===== src/hdl/des_pkg.sv =====
// ----------------------------------------------------------------------------
// DES package
// Permutation tables, S-boxes and round helpers shared by the DES round cells
// and the top level.
// ----------------------------------------------------------------------------
package des_pkg;

  localparam int unsigned NumRounds = 16;
  localparam int unsigned HalfKeyW  = 28;
  localparam int unsigned BlockW    = 64;
  localparam int unsigned RoundKeyW = 48;

  typedef logic [BlockW-1:0]     block_t;
  typedef logic [2*HalfKeyW-1:0] cd_t;
  typedef logic [RoundKeyW-1:0]  rkey_t;

  typedef enum logic {
    ActEncrypt = 1'b0,
    ActDecrypt = 1'b1
  } action_e;

  // Control that travels with each beat through the cell row
  typedef struct packed {
    logic    valid;
    action_e action;
  } cell_ctl_t;

  typedef logic [7:0] tab64_t [64];
  typedef logic [7:0] tab56_t [56];
  typedef logic [7:0] tab48_t [48];
  typedef logic [7:0] tab32_t [32];
  typedef logic [3:0] sbox_t  [8][64];

  localparam tab64_t TabIp = '{
    58,50,42,34,26,18,10,2, 60,52,44,36,28,20,12,4,
    62,54,46,38,30,22,14,6, 64,56,48,40,32,24,16,8,
    57,49,41,33,25,17,9,1,  59,51,43,35,27,19,11,3,
    61,53,45,37,29,21,13,5, 63,55,47,39,31,23,15,7};
  localparam tab64_t TabFp = '{
    40,8,48,16,56,24,64,32, 39,7,47,15,55,23,63,31,
    38,6,46,14,54,22,62,30, 37,5,45,13,53,21,61,29,
    36,4,44,12,52,20,60,28, 35,3,43,11,51,19,59,27,
    34,2,42,10,50,18,58,26, 33,1,41,9,49,17,57,25};
  localparam tab48_t TabE = '{
    32,1,2,3,4,5, 4,5,6,7,8,9, 8,9,10,11,12,13, 12,13,14,15,16,17,
    16,17,18,19,20,21, 20,21,22,23,24,25, 24,25,26,27,28,29, 28,29,30,31,32,1};
  localparam tab32_t TabP = '{
    16,7,20,21,29,12,28,17, 1,15,23,26,5,18,31,10,
    2,8,24,14,32,27,3,9, 19,13,30,6,22,11,4,25};
  localparam tab56_t TabPc1 = '{
    57,49,41,33,25,17,9, 1,58,50,42,34,26,18,
    10,2,59,51,43,35,27, 19,11,3,60,52,44,36,
    63,55,47,39,31,23,15, 7,62,54,46,38,30,22,
    14,6,61,53,45,37,29, 21,13,5,28,20,12,4};
  localparam tab48_t TabPc2 = '{
    14,17,11,24,1,5, 3,28,15,6,21,10, 23,19,12,4,26,8, 16,7,27,20,13,2,
    41,52,31,37,47,55, 30,40,51,45,33,48, 44,49,39,56,34,53, 46,42,50,36,29,32};
  localparam logic [1:0] TabRot [16] = '{1,1,2,2,2,2,2,2,1,2,2,2,2,2,2,1};

  localparam sbox_t TabS = '{
    '{14,4,13,1,2,15,11,8,3,10,6,12,5,9,0,7,
      0,15,7,4,14,2,13,1,10,6,12,11,9,5,3,8,
      4,1,14,8,13,6,2,11,15,12,9,7,3,10,5,0,
      15,12,8,2,4,9,1,7,5,11,3,14,10,0,6,13},
    '{15,1,8,14,6,11,3,4,9,7,2,13,12,0,5,10,
      3,13,4,7,15,2,8,14,12,0,1,10,6,9,11,5,
      0,14,7,11,10,4,13,1,5,8,12,6,9,3,2,15,
      13,8,10,1,3,15,4,2,11,6,7,12,0,5,14,9},
    '{10,0,9,14,6,3,15,5,1,13,12,7,11,4,2,8,
      13,7,0,9,3,4,6,10,2,8,5,14,12,11,15,1,
      13,6,4,9,8,15,3,0,11,1,2,12,5,10,14,7,
      1,10,13,0,6,9,8,7,4,15,14,3,11,5,2,12},
    '{7,13,14,3,0,6,9,10,1,2,8,5,11,12,4,15,
      13,8,11,5,6,15,0,3,4,7,2,12,1,10,14,9,
      10,6,9,0,12,11,7,13,15,1,3,14,5,2,8,4,
      3,15,0,6,10,1,13,8,9,4,5,11,12,7,2,14},
    '{2,12,4,1,7,10,11,6,8,5,3,15,13,0,14,9,
      14,11,2,12,4,7,13,1,5,0,15,10,3,9,8,6,
      4,2,1,11,10,13,7,8,15,9,12,5,6,3,0,14,
      11,8,12,7,1,14,2,13,6,15,0,9,10,4,5,3},
    '{12,1,10,15,9,2,6,8,0,13,3,4,14,7,5,11,
      10,15,4,2,7,12,9,5,6,1,13,14,0,11,3,8,
      9,14,15,5,2,8,12,3,7,0,4,10,1,13,11,6,
      4,3,2,12,9,5,15,10,11,14,1,7,6,0,8,13},
    '{4,11,2,14,15,0,8,13,3,12,9,7,5,10,6,1,
      13,0,11,7,4,9,1,10,14,3,5,12,2,15,8,6,
      1,4,11,13,12,3,7,14,10,15,6,8,0,5,9,2,
      6,11,13,8,1,4,10,7,9,5,0,15,14,2,3,12},
    '{13,2,8,4,6,15,11,1,10,9,3,14,5,0,12,7,
      1,15,13,8,10,3,7,4,12,5,6,11,0,14,9,2,
      7,11,4,1,9,12,14,2,0,6,10,13,15,3,5,8,
      2,1,14,7,4,10,8,13,15,12,9,0,3,5,6,11}};

  // Bit numbering follows the standard: bit 1 is the MSB of the word
  function automatic block_t perm_ip(block_t v);
    block_t r;
    for (int i = 0; i < 64; i++) r[63-i] = v[64-int'(TabIp[i])];
    return r;
  endfunction

  function automatic block_t perm_fp(block_t v);
    block_t r;
    for (int i = 0; i < 64; i++) r[63-i] = v[64-int'(TabFp[i])];
    return r;
  endfunction

  function automatic cd_t perm_pc1(block_t v);
    cd_t r;
    for (int i = 0; i < 56; i++) r[55-i] = v[64-int'(TabPc1[i])];
    return r;
  endfunction

  function automatic rkey_t perm_pc2(cd_t v);
    rkey_t r;
    for (int i = 0; i < 48; i++) r[47-i] = v[56-int'(TabPc2[i])];
    return r;
  endfunction

  // Rotate both 28-bit halves left by the round's shift
  function automatic cd_t rot_cd(cd_t v, logic [1:0] s);
    logic [HalfKeyW-1:0] c;
    logic [HalfKeyW-1:0] d;
    c = v[2*HalfKeyW-1:HalfKeyW];
    d = v[HalfKeyW-1:0];
    if (s == 2'd2) begin
      c = {c[HalfKeyW-3:0], c[HalfKeyW-1:HalfKeyW-2]};
      d = {d[HalfKeyW-3:0], d[HalfKeyW-1:HalfKeyW-2]};
    end else begin
      c = {c[HalfKeyW-2:0], c[HalfKeyW-1]};
      d = {d[HalfKeyW-2:0], d[HalfKeyW-1]};
    end
    return {c, d};
  endfunction

  function automatic logic [31:0] feistel(logic [31:0] r, rkey_t k);
    rkey_t       e;
    logic [31:0] s;
    logic [5:0]  six;
    logic [31:0] p;
    for (int i = 0; i < 48; i++) e[47-i] = r[32-int'(TabE[i])];
    e = e ^ k;
    for (int i = 0; i < 8; i++) begin
      six = e[47-6*i -: 6];
      s[31-4*i -: 4] = TabS[i][{six[5], six[0], six[4:1]}];
    end
    for (int i = 0; i < 32; i++) p[31-i] = s[32-int'(TabP[i])];
    return p;
  endfunction

endpackage


===== src/hdl/des_round_cell.sv =====
// ----------------------------------------------------------------------------
// DES round cell
// One Feistel round. Takes a beat from its left neighbor, applies the round
// key that belongs to this position and passes the registered result on.
// ----------------------------------------------------------------------------
module des_round_cell
  import des_pkg::*;
(
  input  logic        clk_i,
  input  logic        rst_ni,
  input  logic        adv_i,
  input  cell_ctl_t   ctl_i,
  input  block_t      lr_i,
  input  rkey_t       enc_key_i,
  input  rkey_t       dec_key_i,
  output cell_ctl_t   ctl_o,
  output block_t      lr_o
);

  cell_ctl_t ctl_q;
  block_t    lr_q, lr_d;
  rkey_t     key;

  // Pick key by direction, then run one round
  always_comb begin
    key  = (ctl_i.action == ActDecrypt) ? dec_key_i : enc_key_i;
    lr_d = {lr_i[31:0], lr_i[63:32] ^ feistel(lr_i[31:0], key)};
  end

  // Advance control when the row moves
  always_ff @(posedge clk_i or negedge rst_ni) begin
    if (!rst_ni) begin
      ctl_q <= '0;
    end else if (adv_i) begin
      ctl_q <= ctl_i;
    end
  end

  always_ff @(posedge clk_i) begin
    if (adv_i) begin
      lr_q <= lr_d;
    end
  end

  assign ctl_o = ctl_q;
  assign lr_o  = lr_q;

endmodule


===== config.mk =====
export PLATFORM = sky130hd
export DESIGN_NAME = des_round_cell
export DESIGN_NICKNAME = d
export VERILOG_FILES = /design/src/hdl/des_pkg.sv /design/src/hdl/des_round_cell.sv
export SDC_FILE = /design/constraint.sdc
export NUM_CORES = 1
export LEC_CHECK = 0
export BUFFER_PORTS_ARGS = -buffer_cell sky130_fd_sc_hd__buf_2
export CORE_MARGIN = 3
export CORE_UTILIZATION = 50
export CTS_BUF_LIST = sky130_fd_sc_hd__clkbuf_4 sky130_fd_sc_hd__clkbuf_8
export CTS_CLUSTER_DIAMETER = 30
export CTS_CLUSTER_SIZE = 8
export DETAILED_ROUTE_END_ITERATION = 8
export PLACE_DENSITY_LB_ADDON = 0.08
export SKIP_LAST_GASP = 1
export SYNTH_ARGS = -nofsm -noshare
export SYNTH_HDL_FRONTEND = slang
export SYNTH_SLANG_ARGS = --single-unit

===== constraint.sdc =====
create_clock -name clk_i -period 1.1 [get_ports clk_i]
set_clock_uncertainty 0.1 [all_clocks]
set_input_delay 0.165 -clock clk_i [delete_from_list [all_inputs] [get_ports clk_i]]
set_output_delay 0.165 -clock clk_i [all_outputs]
set_load 0.01 [all_outputs]

# ---- Yosys cells after proc, flatten, opt, wreduce, memory -nomap -nowiden
# Memories as Yosys holds them, arrays and structs flattened.
# Index checks and enable logic that the tools add are counted.
dict set report totals {
  word_cells 46
  n_memories 8
  latchBits 0
  ramBits 0
  out_inout_bits 66
  ff_bits 66
  rom_bits 2048
  in_bits 165
}
# name words width read_ports rd_clocked_by_memory_dff wr line_no
set mem_list {}
lappend mem_list {{(no name shown)} 64 4 1 0 0 des_pkg.sv:144} ;# s[31-4*i -: 4] = TabS[i][{six[5], six[0], six[4:1]}];
lappend mem_list {{(no name shown)} 64 4 1 0 0 des_pkg.sv:144}
lappend mem_list {{(no name shown)} 64 4 1 0 0 des_pkg.sv:144}
lappend mem_list {{(no name shown)} 64 4 1 0 0 des_pkg.sv:144}
lappend mem_list {{(no name shown)} 64 4 1 0 0 des_pkg.sv:144}
lappend mem_list {{(no name shown)} 64 4 1 0 0 des_pkg.sv:144}
lappend mem_list {{2 more memories} - - - - - -}
dict set report classes {
  eq_ne 0
  n_shift 0
  n_div 0
  bitwise_logic 10
  muxes 17
  addsub 0
  n_mul 0
  magnitude_cmp 8
  n_reduce_logical 0
}
# cell n
set op_table {}
lappend op_table {{4-bit 2-to-1 mux} 16}
lappend op_table {{7-bit >= comparator (second input constant)} 8}
lappend op_table {{6-bit NOT with 7-bit output} 8}
lappend op_table {{48-bit 2-to-1 mux} 1}
lappend op_table {{48-bit XOR} 1}
lappend op_table {{32-bit XOR} 1}

# ---- Logic depth before layout (Yosys ltp)
# Gate-level depths: netlist of the first run.
dict set report depth {
  ltp_word 7
  depth_mapped 14
  mapped_depth_nobuf 10
}

# ---- Least setup slack after synthesis of the first run
# Ideal clock, no wire load.
dict set report synth_timing {
  path_kind {in2reg}
  start {input ctl_i[0] in the netlist's numbering}
  end {register lr_q[20], in the netlist lr_o[20] (data pin)}
  cell_stages 12
  setup_time_ns 0.267
  slack_ns -2.054
  required_time_ns 0.733
  path_buffers 4
  t_arrival_ns 2.787
  path_cell_list {buf_6 > buf_12 > buf_6 > mux2i_1 > xor2_1 > inv_1 > ha_1 > clkbuf_1 > mux2i_1 > mux2_2 > a311oi_2 > xor2_1}
}
dict set report synth_between {
  elab_chain_cells 7
}
# item line_no
set synth_rtl {}
lappend synth_rtl {{from (decl)} des_round_cell.sv:12} ;# input cell_ctl_t ctl_i,
lappend synth_rtl {{48-bit 2-to-1 mux} des_round_cell.sv:26} ;# key = (ctl_i.action == ActDecrypt) ? dec_key_i : enc_key_i;
lappend synth_rtl {{48-bit XOR} des_pkg.sv:141} ;# e = e ^ k;
lappend synth_rtl {{6-bit NOT with 7-bit output (not written as such)} des_pkg.sv:144}
lappend synth_rtl {{memory 64 x 4 bit} -}
lappend synth_rtl {{4-bit 2-to-1 mux (not written as such) (2 in series)} des_pkg.sv:144}
lappend synth_rtl {{32-bit XOR} des_round_cell.sv:27} ;# lr_d = {lr_i[31:0], lr_i[63:32] ^ feistel(lr_i[31:0], key)};
lappend synth_rtl {{named net lr_d[20]} des_round_cell.sv:21} ;# block_t lr_q, lr_d;
lappend synth_rtl {{to (signal assigned)} des_round_cell.sv:41} ;# lr_q <= lr_d;
lappend synth_rtl {{to (decl)} des_round_cell.sv:21}
# The timed path passes the listed nets, and every way through them passes these cells. The select of a mux whose other input is x is not followed.
# A chain may end at the register's enable or synchronous reset.

# ---- Worst setup path in the final report of the first run
dict set report layout_timing {
  start {input ctl_i[0] in the netlist's numbering}
  end {register lr_q[29], in the netlist lr_o[29] (data pin)}
}
# The elaborated chain is that of the path after synthesis.

==> flow_metrics.tcl, run 1 <==
set metrics [dict create \
    p_int_mw 10.42 \
    ys_ff_latch 66 \
    grt_pass1_wl_um 46110 \
    synthTopCellsByCount "mux2i_1 (121), edfxtp_1 (64), ha_1 (62), xnor2_1 (62), nor2_1 (53)" \
    nets 1651 \
    htree_num_levels 3 \
    syn_area_um2 8433 \
    critical_path_class "primary input to flop" \
    irDropWorstVdd_mv 0.8104 \
    areaGrowthSynthToFinish_pct 72.14 \
    finalSetupTns_ps -41110 \
    slew_violations 0 \
    switchingPower_mw 7.277 \
    syn_inst 855 \
    cts_buffer_depth 2 \
    io_buffers 230 \
    finalSetupViolations 98 \
    synth_top_area_share_pct 22.79 \
    p_seq_share_pct 19.5 \
    synth.top_cells.by_area "edfxtp_1 (23%), mux2i_1 (14%), ha_1 (9.2%)" \
    end_kind "flop" \
    whs_path_depth 2 \
    num_vias 9792 \
    r2r-start "ctl_o[1]" \
    hold_path_class "primary input to flop" \
    final_layout_size_suffix_gt1_share_pct 55.84 \
    worstPathArrival_ps 2500 \
    synth_top_family_by_area "multiplexers" \
    hpwl_um 19770 \
    numCtsBuffers 9 \
    hold_end "lr_o[22]" \
    crit_buf_inv 6 \
    yosysMostFrequentCell "mux2i_1" \
    status "finished with violations" \
    min_period_over_period_pct 223.2 \
    r2r_slack_ps 0 \
    grt_use_total_pct 31.11 \
    num_antenna_cells 0 \
    cts-root-buf "clkbuf_8" \
    ys_warn_count 0 \
    synth_mux_area_share_pct 21.68 \
    rsz0062_at_grt "yes" \
    worstMarginPinSlew_ps 589.4 \
    synth_seq_area_share_pct 23.38 \
    ant_nets 0 \
    critPathRequiredTime_ps 1150 \
    powerDensity_nw_per_um2 1219 \
    synth_compound_area_share_pct 16.38 \
    grt_pass1_vias 9455 \
    ys_async_sr_fraction_pct 3.030 \
    routed_wl_um 34350 \
    pwr-share-clk_pct 12.8 \
    worstPathMaxFanout 7 \
    synthAdderAreaFrac_pct 9.199 \
    crit_top_cell "buf_12" \
    clk_pin_slew_ps 90 \
    worstHoldStart "lr_i[54]" \
    hold_viol_final 0 \
    syn_avg_cell_area_um2 9.863 \
    cp_cell_sequence "buf_12, buf_12, buf_12, buf_8, mux2i_4, xnor2_4, buf_6, buf_6, ha_4, mux4_2, nor2_1, a31oi_1, a21oi_1, xnor2_1" \
    core_um2 16170 \
    synth_xor_area_share_pct 15.13 \
    clock-sinks 66 \
    tritoncts "yes" \
    drt_iter0_drc 836 \
    synth_edf_count 64 \
    start_util_pct 52.14 \
    grt_max_degree 30 \
    relSlewSlack_pct 60.42 \
    vias_per_cell 5.953 \
    p_leak_nw 6.311 \
    p_comb_share_pct 67.7 \
    routedWlPerCell_um 20.88 \
    num_rows 46 \
    switching_share_pct 41.13 \
    antenna_found_initial 0 \
    yosys.area.top_type "edfxtp_1" \
    startpoint_type "primary input" \
    reg2reg_depth 3 \
    die_w_um 135.9 \
    r2r-end "ctl_o[1]" \
    dieArea_um2 18460 \
    violations "setup timing" \
    cp_top_family "buffers and inverters" \
    clock_latency_ps 380 \
    n_fill_cell 715 \
    synth_fp_nets 1082 \
    synth_flop_cell "edfxtp_1" \
    grt_overflow 0 \
    place_congestion 0.9251 \
    cp_slowest_cell "mux4_2" \
    setup_ws_ps -1355 \
    preCtsSetupSlack_ps -1638 \
    cap_violations 0 \
    finalPower_mw 17.69 \
    slowest_delay_ps 510 \
    dieHeight_um 135.9 \
    dr.pass1.iters 5 \
    finalCriticalPeriod_ps 2455 \
    synth_simple_gate_area_share_pct 9.184 \
    drc 0 \
    top_level_ports 231 \
    fmax_mhz 407.4 \
    yosysUniqueCellTypes 67 \
]
-- worst max path at each step --
stage                   from  endpoint  depth (start not counted)  slack [ps]
floorplan           ctl_i[0]  lr_o[30]                         10       -1660
detailed placement  ctl_i[0]   lr_o[1]                         11       -1640
global placement    ctl_i[0]   lr_o[1]                         11       -1610
global route        ctl_i[0]  lr_o[29]                         14       -1390
finish              ctl_i[0]  lr_o[29]                         14       -1350
CTS                 ctl_i[0]  lr_o[30]                         10       -1140
-- stage by stage --
stage                     util, %  instances  hold slack, ps  area [µm²]
final                       89.76       1645           18.36       14520
after CTS                   85.67       1630          0.6941       13860
after global routing        89.76       1645           22.53       14520
after floorplan                 -        855          -230.6        8911
after global placement      75.05       1516          -148.0       12140
after detailed placement    75.05       1516          -146.5       12140
-- metal layers --
metal	track usage (%)	vias to the layer above	wire length [µm]
met4	14.73	0	2070
li1	-	4349	-
met2	57.69	631	17670
met3	4.293	200	2752
met1	35.07	4612	11850
met5	0	-	0
-- state kept, by name, indices dropped and copies added, names as in the netlist --
register,count
lr_o,64
ctl_o,2
-- power groups by stage --
stage / Clock (mW) / Combinational (mW) / Sequential, mW
3_3_place_gp: 0 / 9.20 / 3.46
2_1_floorplan: 0 / 5.43 / 3.73
3_5_place_dp: 0 / 9.38 / 3.48
5_1_grt: 2.36 / 12.7 / 3.48
4_1_cts: 2.23 / 10.6 / 3.42
6_report: 2.27 / 12.0 / 3.45
-- cell type report --
cell class / instances / area, µm² / share of cell area (%)
tap: 216 / 270.3 / 1.862
timing repair buffer: 605 / 4493 / 30.95
sequential: 66 / 1972 / 13.58
multi-input combinational: 705 / 7418 / 51.10
clock inverter: 5 / 55.05 / 0.3792
inverter: 37 / 168.9 / 1.164
clock buffer: 11 / 138.9 / 0.9567
-- worst reg2reg max path: stages (launching register included) --
cell     delay [ps]
dfrtp_1         390
buf_4           130
buf_4           120
mux2_2          250
-- cell families (layout without fill, tap and decap cells) --
kind of cell / Yosys count / in the layout
buffers and inverters: 84 / 658
adder cells (fa/ha/maj): 62 / 62
flip-flops: 66 / 66
AND/OR/NAND/NOR: 173 / 173
multiplexers: 157 / 157
AO/OA/AOI/OAI: 193 / 193
XOR/XNOR: 120 / 120
-- layout by cell type (no fill, tap or decap), drive strengths merged, types with 12 or more instances in the layout --
cell           n
mux2i        130
o21ai         28
nand2         51
xnor2         76
a211oi        18
mux2          16
nand3         26
ha            62
edfxtp        64
buf          556
nor2          53
a21oi         26
o211ai        35
dlygate4sd3   48
inv           33
xor2          44
o2111ai       12
nor3          19
-- timing repair --
item / 4_1_cts / 5_1_grt
setup buffers: 49 / 15
hold endpoints to repair: 48 / 0
hold buffers: 48 / 0
gates resized for setup: 127 / 108
cloned: 1 / 1
pin swaps: 60 / 51
endpoints found under the setup margin: 98 / 98
Note: power is estimated with default switching activity, not from simulation.
==> inputs of run 2 (changes only) <==
PLACE_DENSITY_LB_ADDON = 0.3   (was 0.08)
==> flow_metrics.tcl, run 2 (synthesis gave the netlist of run 1 again) <==
set metrics [dict create \
    startpoint_type "primary input" \
    final_cell_mix "buf_4 (267), buf_2 (226), mux2i_1 (87), edfxtp_1 (64), dlygate4sd3_1 (51)" \
    numCtsBuffers 9 \
    p_leak_nw 6.472 \
    cts_buffer_depth 2 \
    grt_use_total_pct 35.05 \
    largest_reg_flops 64 \
    die_w_um 135.9 \
    place_area_um2 12170 \
    core_um2 16170 \
    clock_latency_ps 390 \
    worstPathMaxFanout 11 \
    relSlewSlack_pct 62.18 \
    endpoint "lr_o[18]" \
    io_buffers 230 \
    top_level_ports 231 \
    design_area_um2 14950 \
    fmax_mhz 390.0 \
    nets 1663 \
    final_util_pct 92.46 \
    whs_path_depth 2 \
    start_util_pct 52.14 \
    worstPathArrival_ps 2610 \
    dieHeight_um 135.9 \
    dieArea_um2 18460 \
    grt_pass1_wl_um 51290 \
    end_kind "flop" \
    worstMarginPinSlew_ps 551.5 \
    grt_overflow 0 \
    finalCriticalPeriod_ps 2564 \
    status "finished with violations" \
    finalPower_mw 19.10 \
    setup_ws_ps -1464 \
    cts-root-buf "clkbuf_8" \
    critical_path_class "primary input to flop" \
    drc 0 \
    htree_num_levels 3 \
    grt_max_degree 30 \
    areaGrowthSynthToFinish_pct 77.33 \
    hold_viol_final 0 \
    r2r-start "ctl_o[1]" \
    crit_start "ctl_i[0]" \
    final_common_cell "buf_4" \
    vias_per_cell 6.395 \
    finalSetupViolations 98 \
    drt_iter0_drc 1182 \
    hpwl_um 20110 \
    violations "setup timing" \
    routed_wl_um 40900 \
    finalSetupTns_ps -43820 \
    num_vias 10609 \
    rsz0062_at_grt "yes" \
    dr.pass1.iters 6 \
    hold_path_class "primary input to flop" \
    place_congestion 0.9152 \
    dp_cells 1518 \
    reg2reg_depth 1 \
    cap_violations 0 \
    final_layout_size_suffix_gt1_share_pct 57.46 \
    grt_pass1_vias 9921 \
    routedWlPerCell_um 24.65 \
    preCtsSetupSlack_ps -1740 \
    stdcell_count 1659 \
    clock-sinks 66 \
    tritoncts "yes" \
    num_rows 46 \
    slew_violations 0 \
    clk_pin_slew_ps 90 \
    critPathRequiredTime_ps 1150 \
    powerDensity_nw_per_um2 1277 \
    r2r_slack_ps 220 \
    irDropWorstVdd_mv 0.8511 \
    ant_nets 0 \
    r2r-end "ctl_o[1]" \
    hold_slack_ps 4.254 \
    antenna_found_initial 1 \
    min_period_over_period_pct 233.1 \
]
==> run 2: cell types whose count changed in the layout (fill, tap and decap cells not counted), moves of 4 or more <==
| cell | change |
|---|---|
| buf_2 | -4 |
| buf_6 | +9 |
| nand2_1 | -6 |
| mux2i_2 | +4 |
| nand2_2 | +6 |
| xnor2_1 | -6 |
==> run 2: worst min path at each step <==
stage | from | end | slack (ps)
final | lr_i[34] | lr_o[2] | 4
after global routing | lr_i[34] | lr_o[2] | 7
after CTS | lr_i[27] | lr_o[59] | 4
after detailed placement | rst_ni | ctl_o[0] | -150
after global placement | rst_ni | ctl_o[0] | -150
after floorplan | rst_ni | ctl_o[0] | -230
==> run 2: per-layer routing <==
layer  wire [µm]  global-route usage, %  part of all wire [%]
met1       13540                  38.78                    33
met2       20190                  65.29                    49
met3        4067                  5.848                   9.9
met4        3092                  16.18                   7.6
met5           0                      0                     0
==> run 2: where the power goes <==
part / switching, mW / internal [mW] / leakage, nW
Sequential: 0.141 / 3.33 / 0.650
Clock: 1.24 / 1.51 / 0.121
Combinational: 6.62 / 6.26 / 5.70
==> run 2: cell type report <==
cell class / count / area [µm²]
multi-input cells: 706 / 7604
repair buffers: 616 / 4697
flip-flops and latches: 66 / 1972
fillers: 574 / 1219
well taps: 216 / 270.3
inverters: 37 / 166.4
clock buffers: 9 / 123.9
clock inverters: 7 / 116.4
diodes: 2 / 5.005
==> run 2: critical path: stages <==
cell       delay [ps]
buf_16            120
buf_12            170
bufbuf_16         290
mux2i_4           330
xnor2_2           220
buf_4             270
nor2_1             80
o21ai_0           470
a31o_2            250
mux2i_1            80
xnor2_1           150
==> run 2: timing repair <==
action,4_1_cts,5_1_grt
endpoints found under the setup margin,98,98
gates resized for setup,134,131
setup buffers,36,35
gates cloned,4,2
hold buffers,51,0
pin swaps,74,56
hold endpoints to repair,51,0
==> inputs of run 3 (changes only) <==
CORE_MARGIN = unset   (was 3)
PLACE_DENSITY = 0.77   (was unset)
PLACE_DENSITY_LB_ADDON = unset   (was 0.3)
==> flow_metrics.tcl, run 3 (synthesis gave the netlist of run 1 again) <==
set metrics [dict create \
    switchingPower_mw 7.258 \
    worstPathArrival_ps 2510 \
    crit_start "ctl_i[0]" \
    grt_overflow 0 \
    preCtsSetupSlack_ps -1681 \
    grt_pass1_vias 9876 \
    place_congestion 0.9532 \
    numCtsBuffers 9 \
    hold_end "lr_o[29]" \
    violations "setup timing" \
    rsz0062_at_grt "yes" \
    io_buffers 230 \
    hpwl_um 19760 \
    final_layout_size_suffix_gt1_share_pct 56.08 \
    p_int_mw 10.30 \
    grt_use_total_pct 35.67 \
    hold_slack_ps 21.90 \
    hold_viol_final 0 \
    irDropWorstVdd_mv 0.9115 \
    relSlewSlack_pct 57.11 \
    r2r_slack_ps 100 \
    p_seq_share_pct 19.7 \
    pwr-share-clk_pct 11.4 \
    dieHeight_um 131.9 \
    finalSetupViolations 98 \
    crit_buf_inv 6 \
    htree_num_levels 3 \
    vias_per_cell 6.046 \
    powerDensity_nw_per_um2 1207 \
    die_w_um 131.9 \
    dr.pass1.iters 7 \
    drt_iter0_drc 860 \
    nets 1661 \
    grt_max_degree 27 \
    finalSetupTns_ps -41850 \
    setup_ws_ps -1394 \
    hold_path_class "primary input to flop" \
    critical_path_class "primary input to flop" \
    num_rows 47 \
    status "finished with violations" \
    largest_reg_flops 64 \
    core_um2 16520 \
    areaGrowthSynthToFinish_pct 72.43 \
    whs_path_depth 2 \
    grt_pass1_wl_um 49690 \
    routed_wl_um 35870 \
    tritoncts "yes" \
    worstHoldStart "lr_i[61]" \
    clock_latency_ps 370 \
    routedWlPerCell_um 21.61 \
    switching_share_pct 41.35 \
    critPathRequiredTime_ps 1120 \
    top_level_ports 231 \
    cts_buffer_depth 2 \
    cts-root-buf "clkbuf_8" \
    antenna_found_initial 1 \
    slew_violations 0 \
    clk_pin_slew_ps 80 \
    fmax_mhz 401.0 \
    final_common_cell "buf_4" \
    r2r-start "ctl_o[1]" \
    worstMarginPinSlew_ps 640.2 \
    r2r-end "ctl_o[1]" \
    slowest_delay_ps 330 \
    worstPathMaxFanout 6 \
    p_leak_nw 6.375 \
    cp_top_family "buffers and inverters" \
    cap_violations 0 \
    p_comb_share_pct 68.9 \
    final_cell_mix "buf_4 (267), buf_2 (225), mux2i_1 (92), edfxtp_1 (64), buf_6 (55)" \
    ant_nets 0 \
    cp_cell_sequence "buf_12, buf_4, buf_16, buf_6, mux2i_4, xor2_2, buf_6, buf_4, nor2_1, a221oi_2, o21ai_0, mux2i_1, xnor2_1" \
    clock-sinks 66 \
    start_util_pct 51.03 \
    end_kind "flop" \
    finalCriticalPeriod_ps 2494 \
    drc 0 \
    min_period_over_period_pct 226.7 \
    reg2reg_depth 2 \
    cp_slowest_cell "mux2i_1" \
    dieArea_um2 17390 \
    startpoint_type "primary input" \
    num_vias 10037 \
]
==> run 3: changes by cell type in the layout (fill, tap and decap cells not counted), sizes merged <==
cell	before	now
buf	563	569
dlygate4sd3	51	46
clkbuf	9	13
bufinv	3	0
clkinv	8	6
bufbuf	1	0
clkdlybuf4s15	1	0
clkinvlp	0	1
diode	2	1
xor2	45	44
==> run 3: worst max path at each step <==
| stage | slack (ps) | end | cells after the start |
|---|---|---|---|
| 2_1_floorplan | -1660 | lr_o[30] | 10 |
| 3_3_place_gp | -1660 | lr_o[15] | 11 |
| 3_5_place_dp | -1680 | lr_o[9] | 10 |
| 4_1_cts | -1170 | lr_o[30] | 9 |
| 5_1_grt | -1430 | lr_o[9] | 11 |
| 6_report | -1390 | lr_o[24] | 13 |
==> run 3: power groups by stage <==
stage                     clock network (mW)  logic (mW)  registers, mW
after global routing                    2.11        12.7           3.48
after global placement                     0        9.36           3.46
final                                   2.01        12.1           3.45
after detailed placement                   0        9.61           3.48
after floorplan                            0        5.43           3.73
after CTS                               2.01        10.8           3.42
==> run 3: per-layer routing <==
layer	track usage (%)	wire length (µm)	up-vias
met1	39.86	12800	4761
met2	65.26	18060	690
li1	-	-	4369
met5	0	0	-
met4	18.93	2482	0
met3	5.306	2535	217
==> run 3: area by class of cell <==
class / count / area, µm²
diodes: 1 / 2.502
clock buffers: 13 / 153.9
clock inverters: 3 / 16.27
fillers: 766 / 1983
inverters: 37 / 165.2
multi-input cells: 705 / 7308
flip-flops and latches: 66 / 1972
well taps: 220 / 275.3
repair buffers: 615 / 4648
==> run 3: stage by stage <==
| stage | std cells | utilization [%] | cell area, µm² | power, mW |
|---|---|---|---|---|
| 4_1_cts | 1650 | 85.17 | 14070 | 16.22 |
| 5_1_grt | 1660 | 88.00 | 14540 | 18.27 |
| 2_1_floorplan | 855 | - | 8911 | 9.157 |
| 3_3_place_gp | 1543 | 74.54 | 12320 | 12.82 |
| 6_report | 1660 | 88.00 | 14540 | 17.55 |
| 3_5_place_dp | 1543 | 74.54 | 12320 | 13.09 |
==> run 3: timing repair <==
| item | CTS | global route |
|---|---|---|
| pin swaps | 74 | 55 |
| cloned | 3 | 0 |
| hold buffers | 46 | 0 |
| gates resized for setup | 149 | 78 |
| buffers inserted | 42 | 15 |
| endpoints found under the hold margin | 46 | 0 |
| setup endpoints to repair | 98 | 98 |
==> run 3: worst register-to-register path, delay by kind of cell, from the launching register on <==
family                 cells  cell delay (ps)
flip-flops                 1              380
multiplexers               1              270
buffers and inverters      1              140
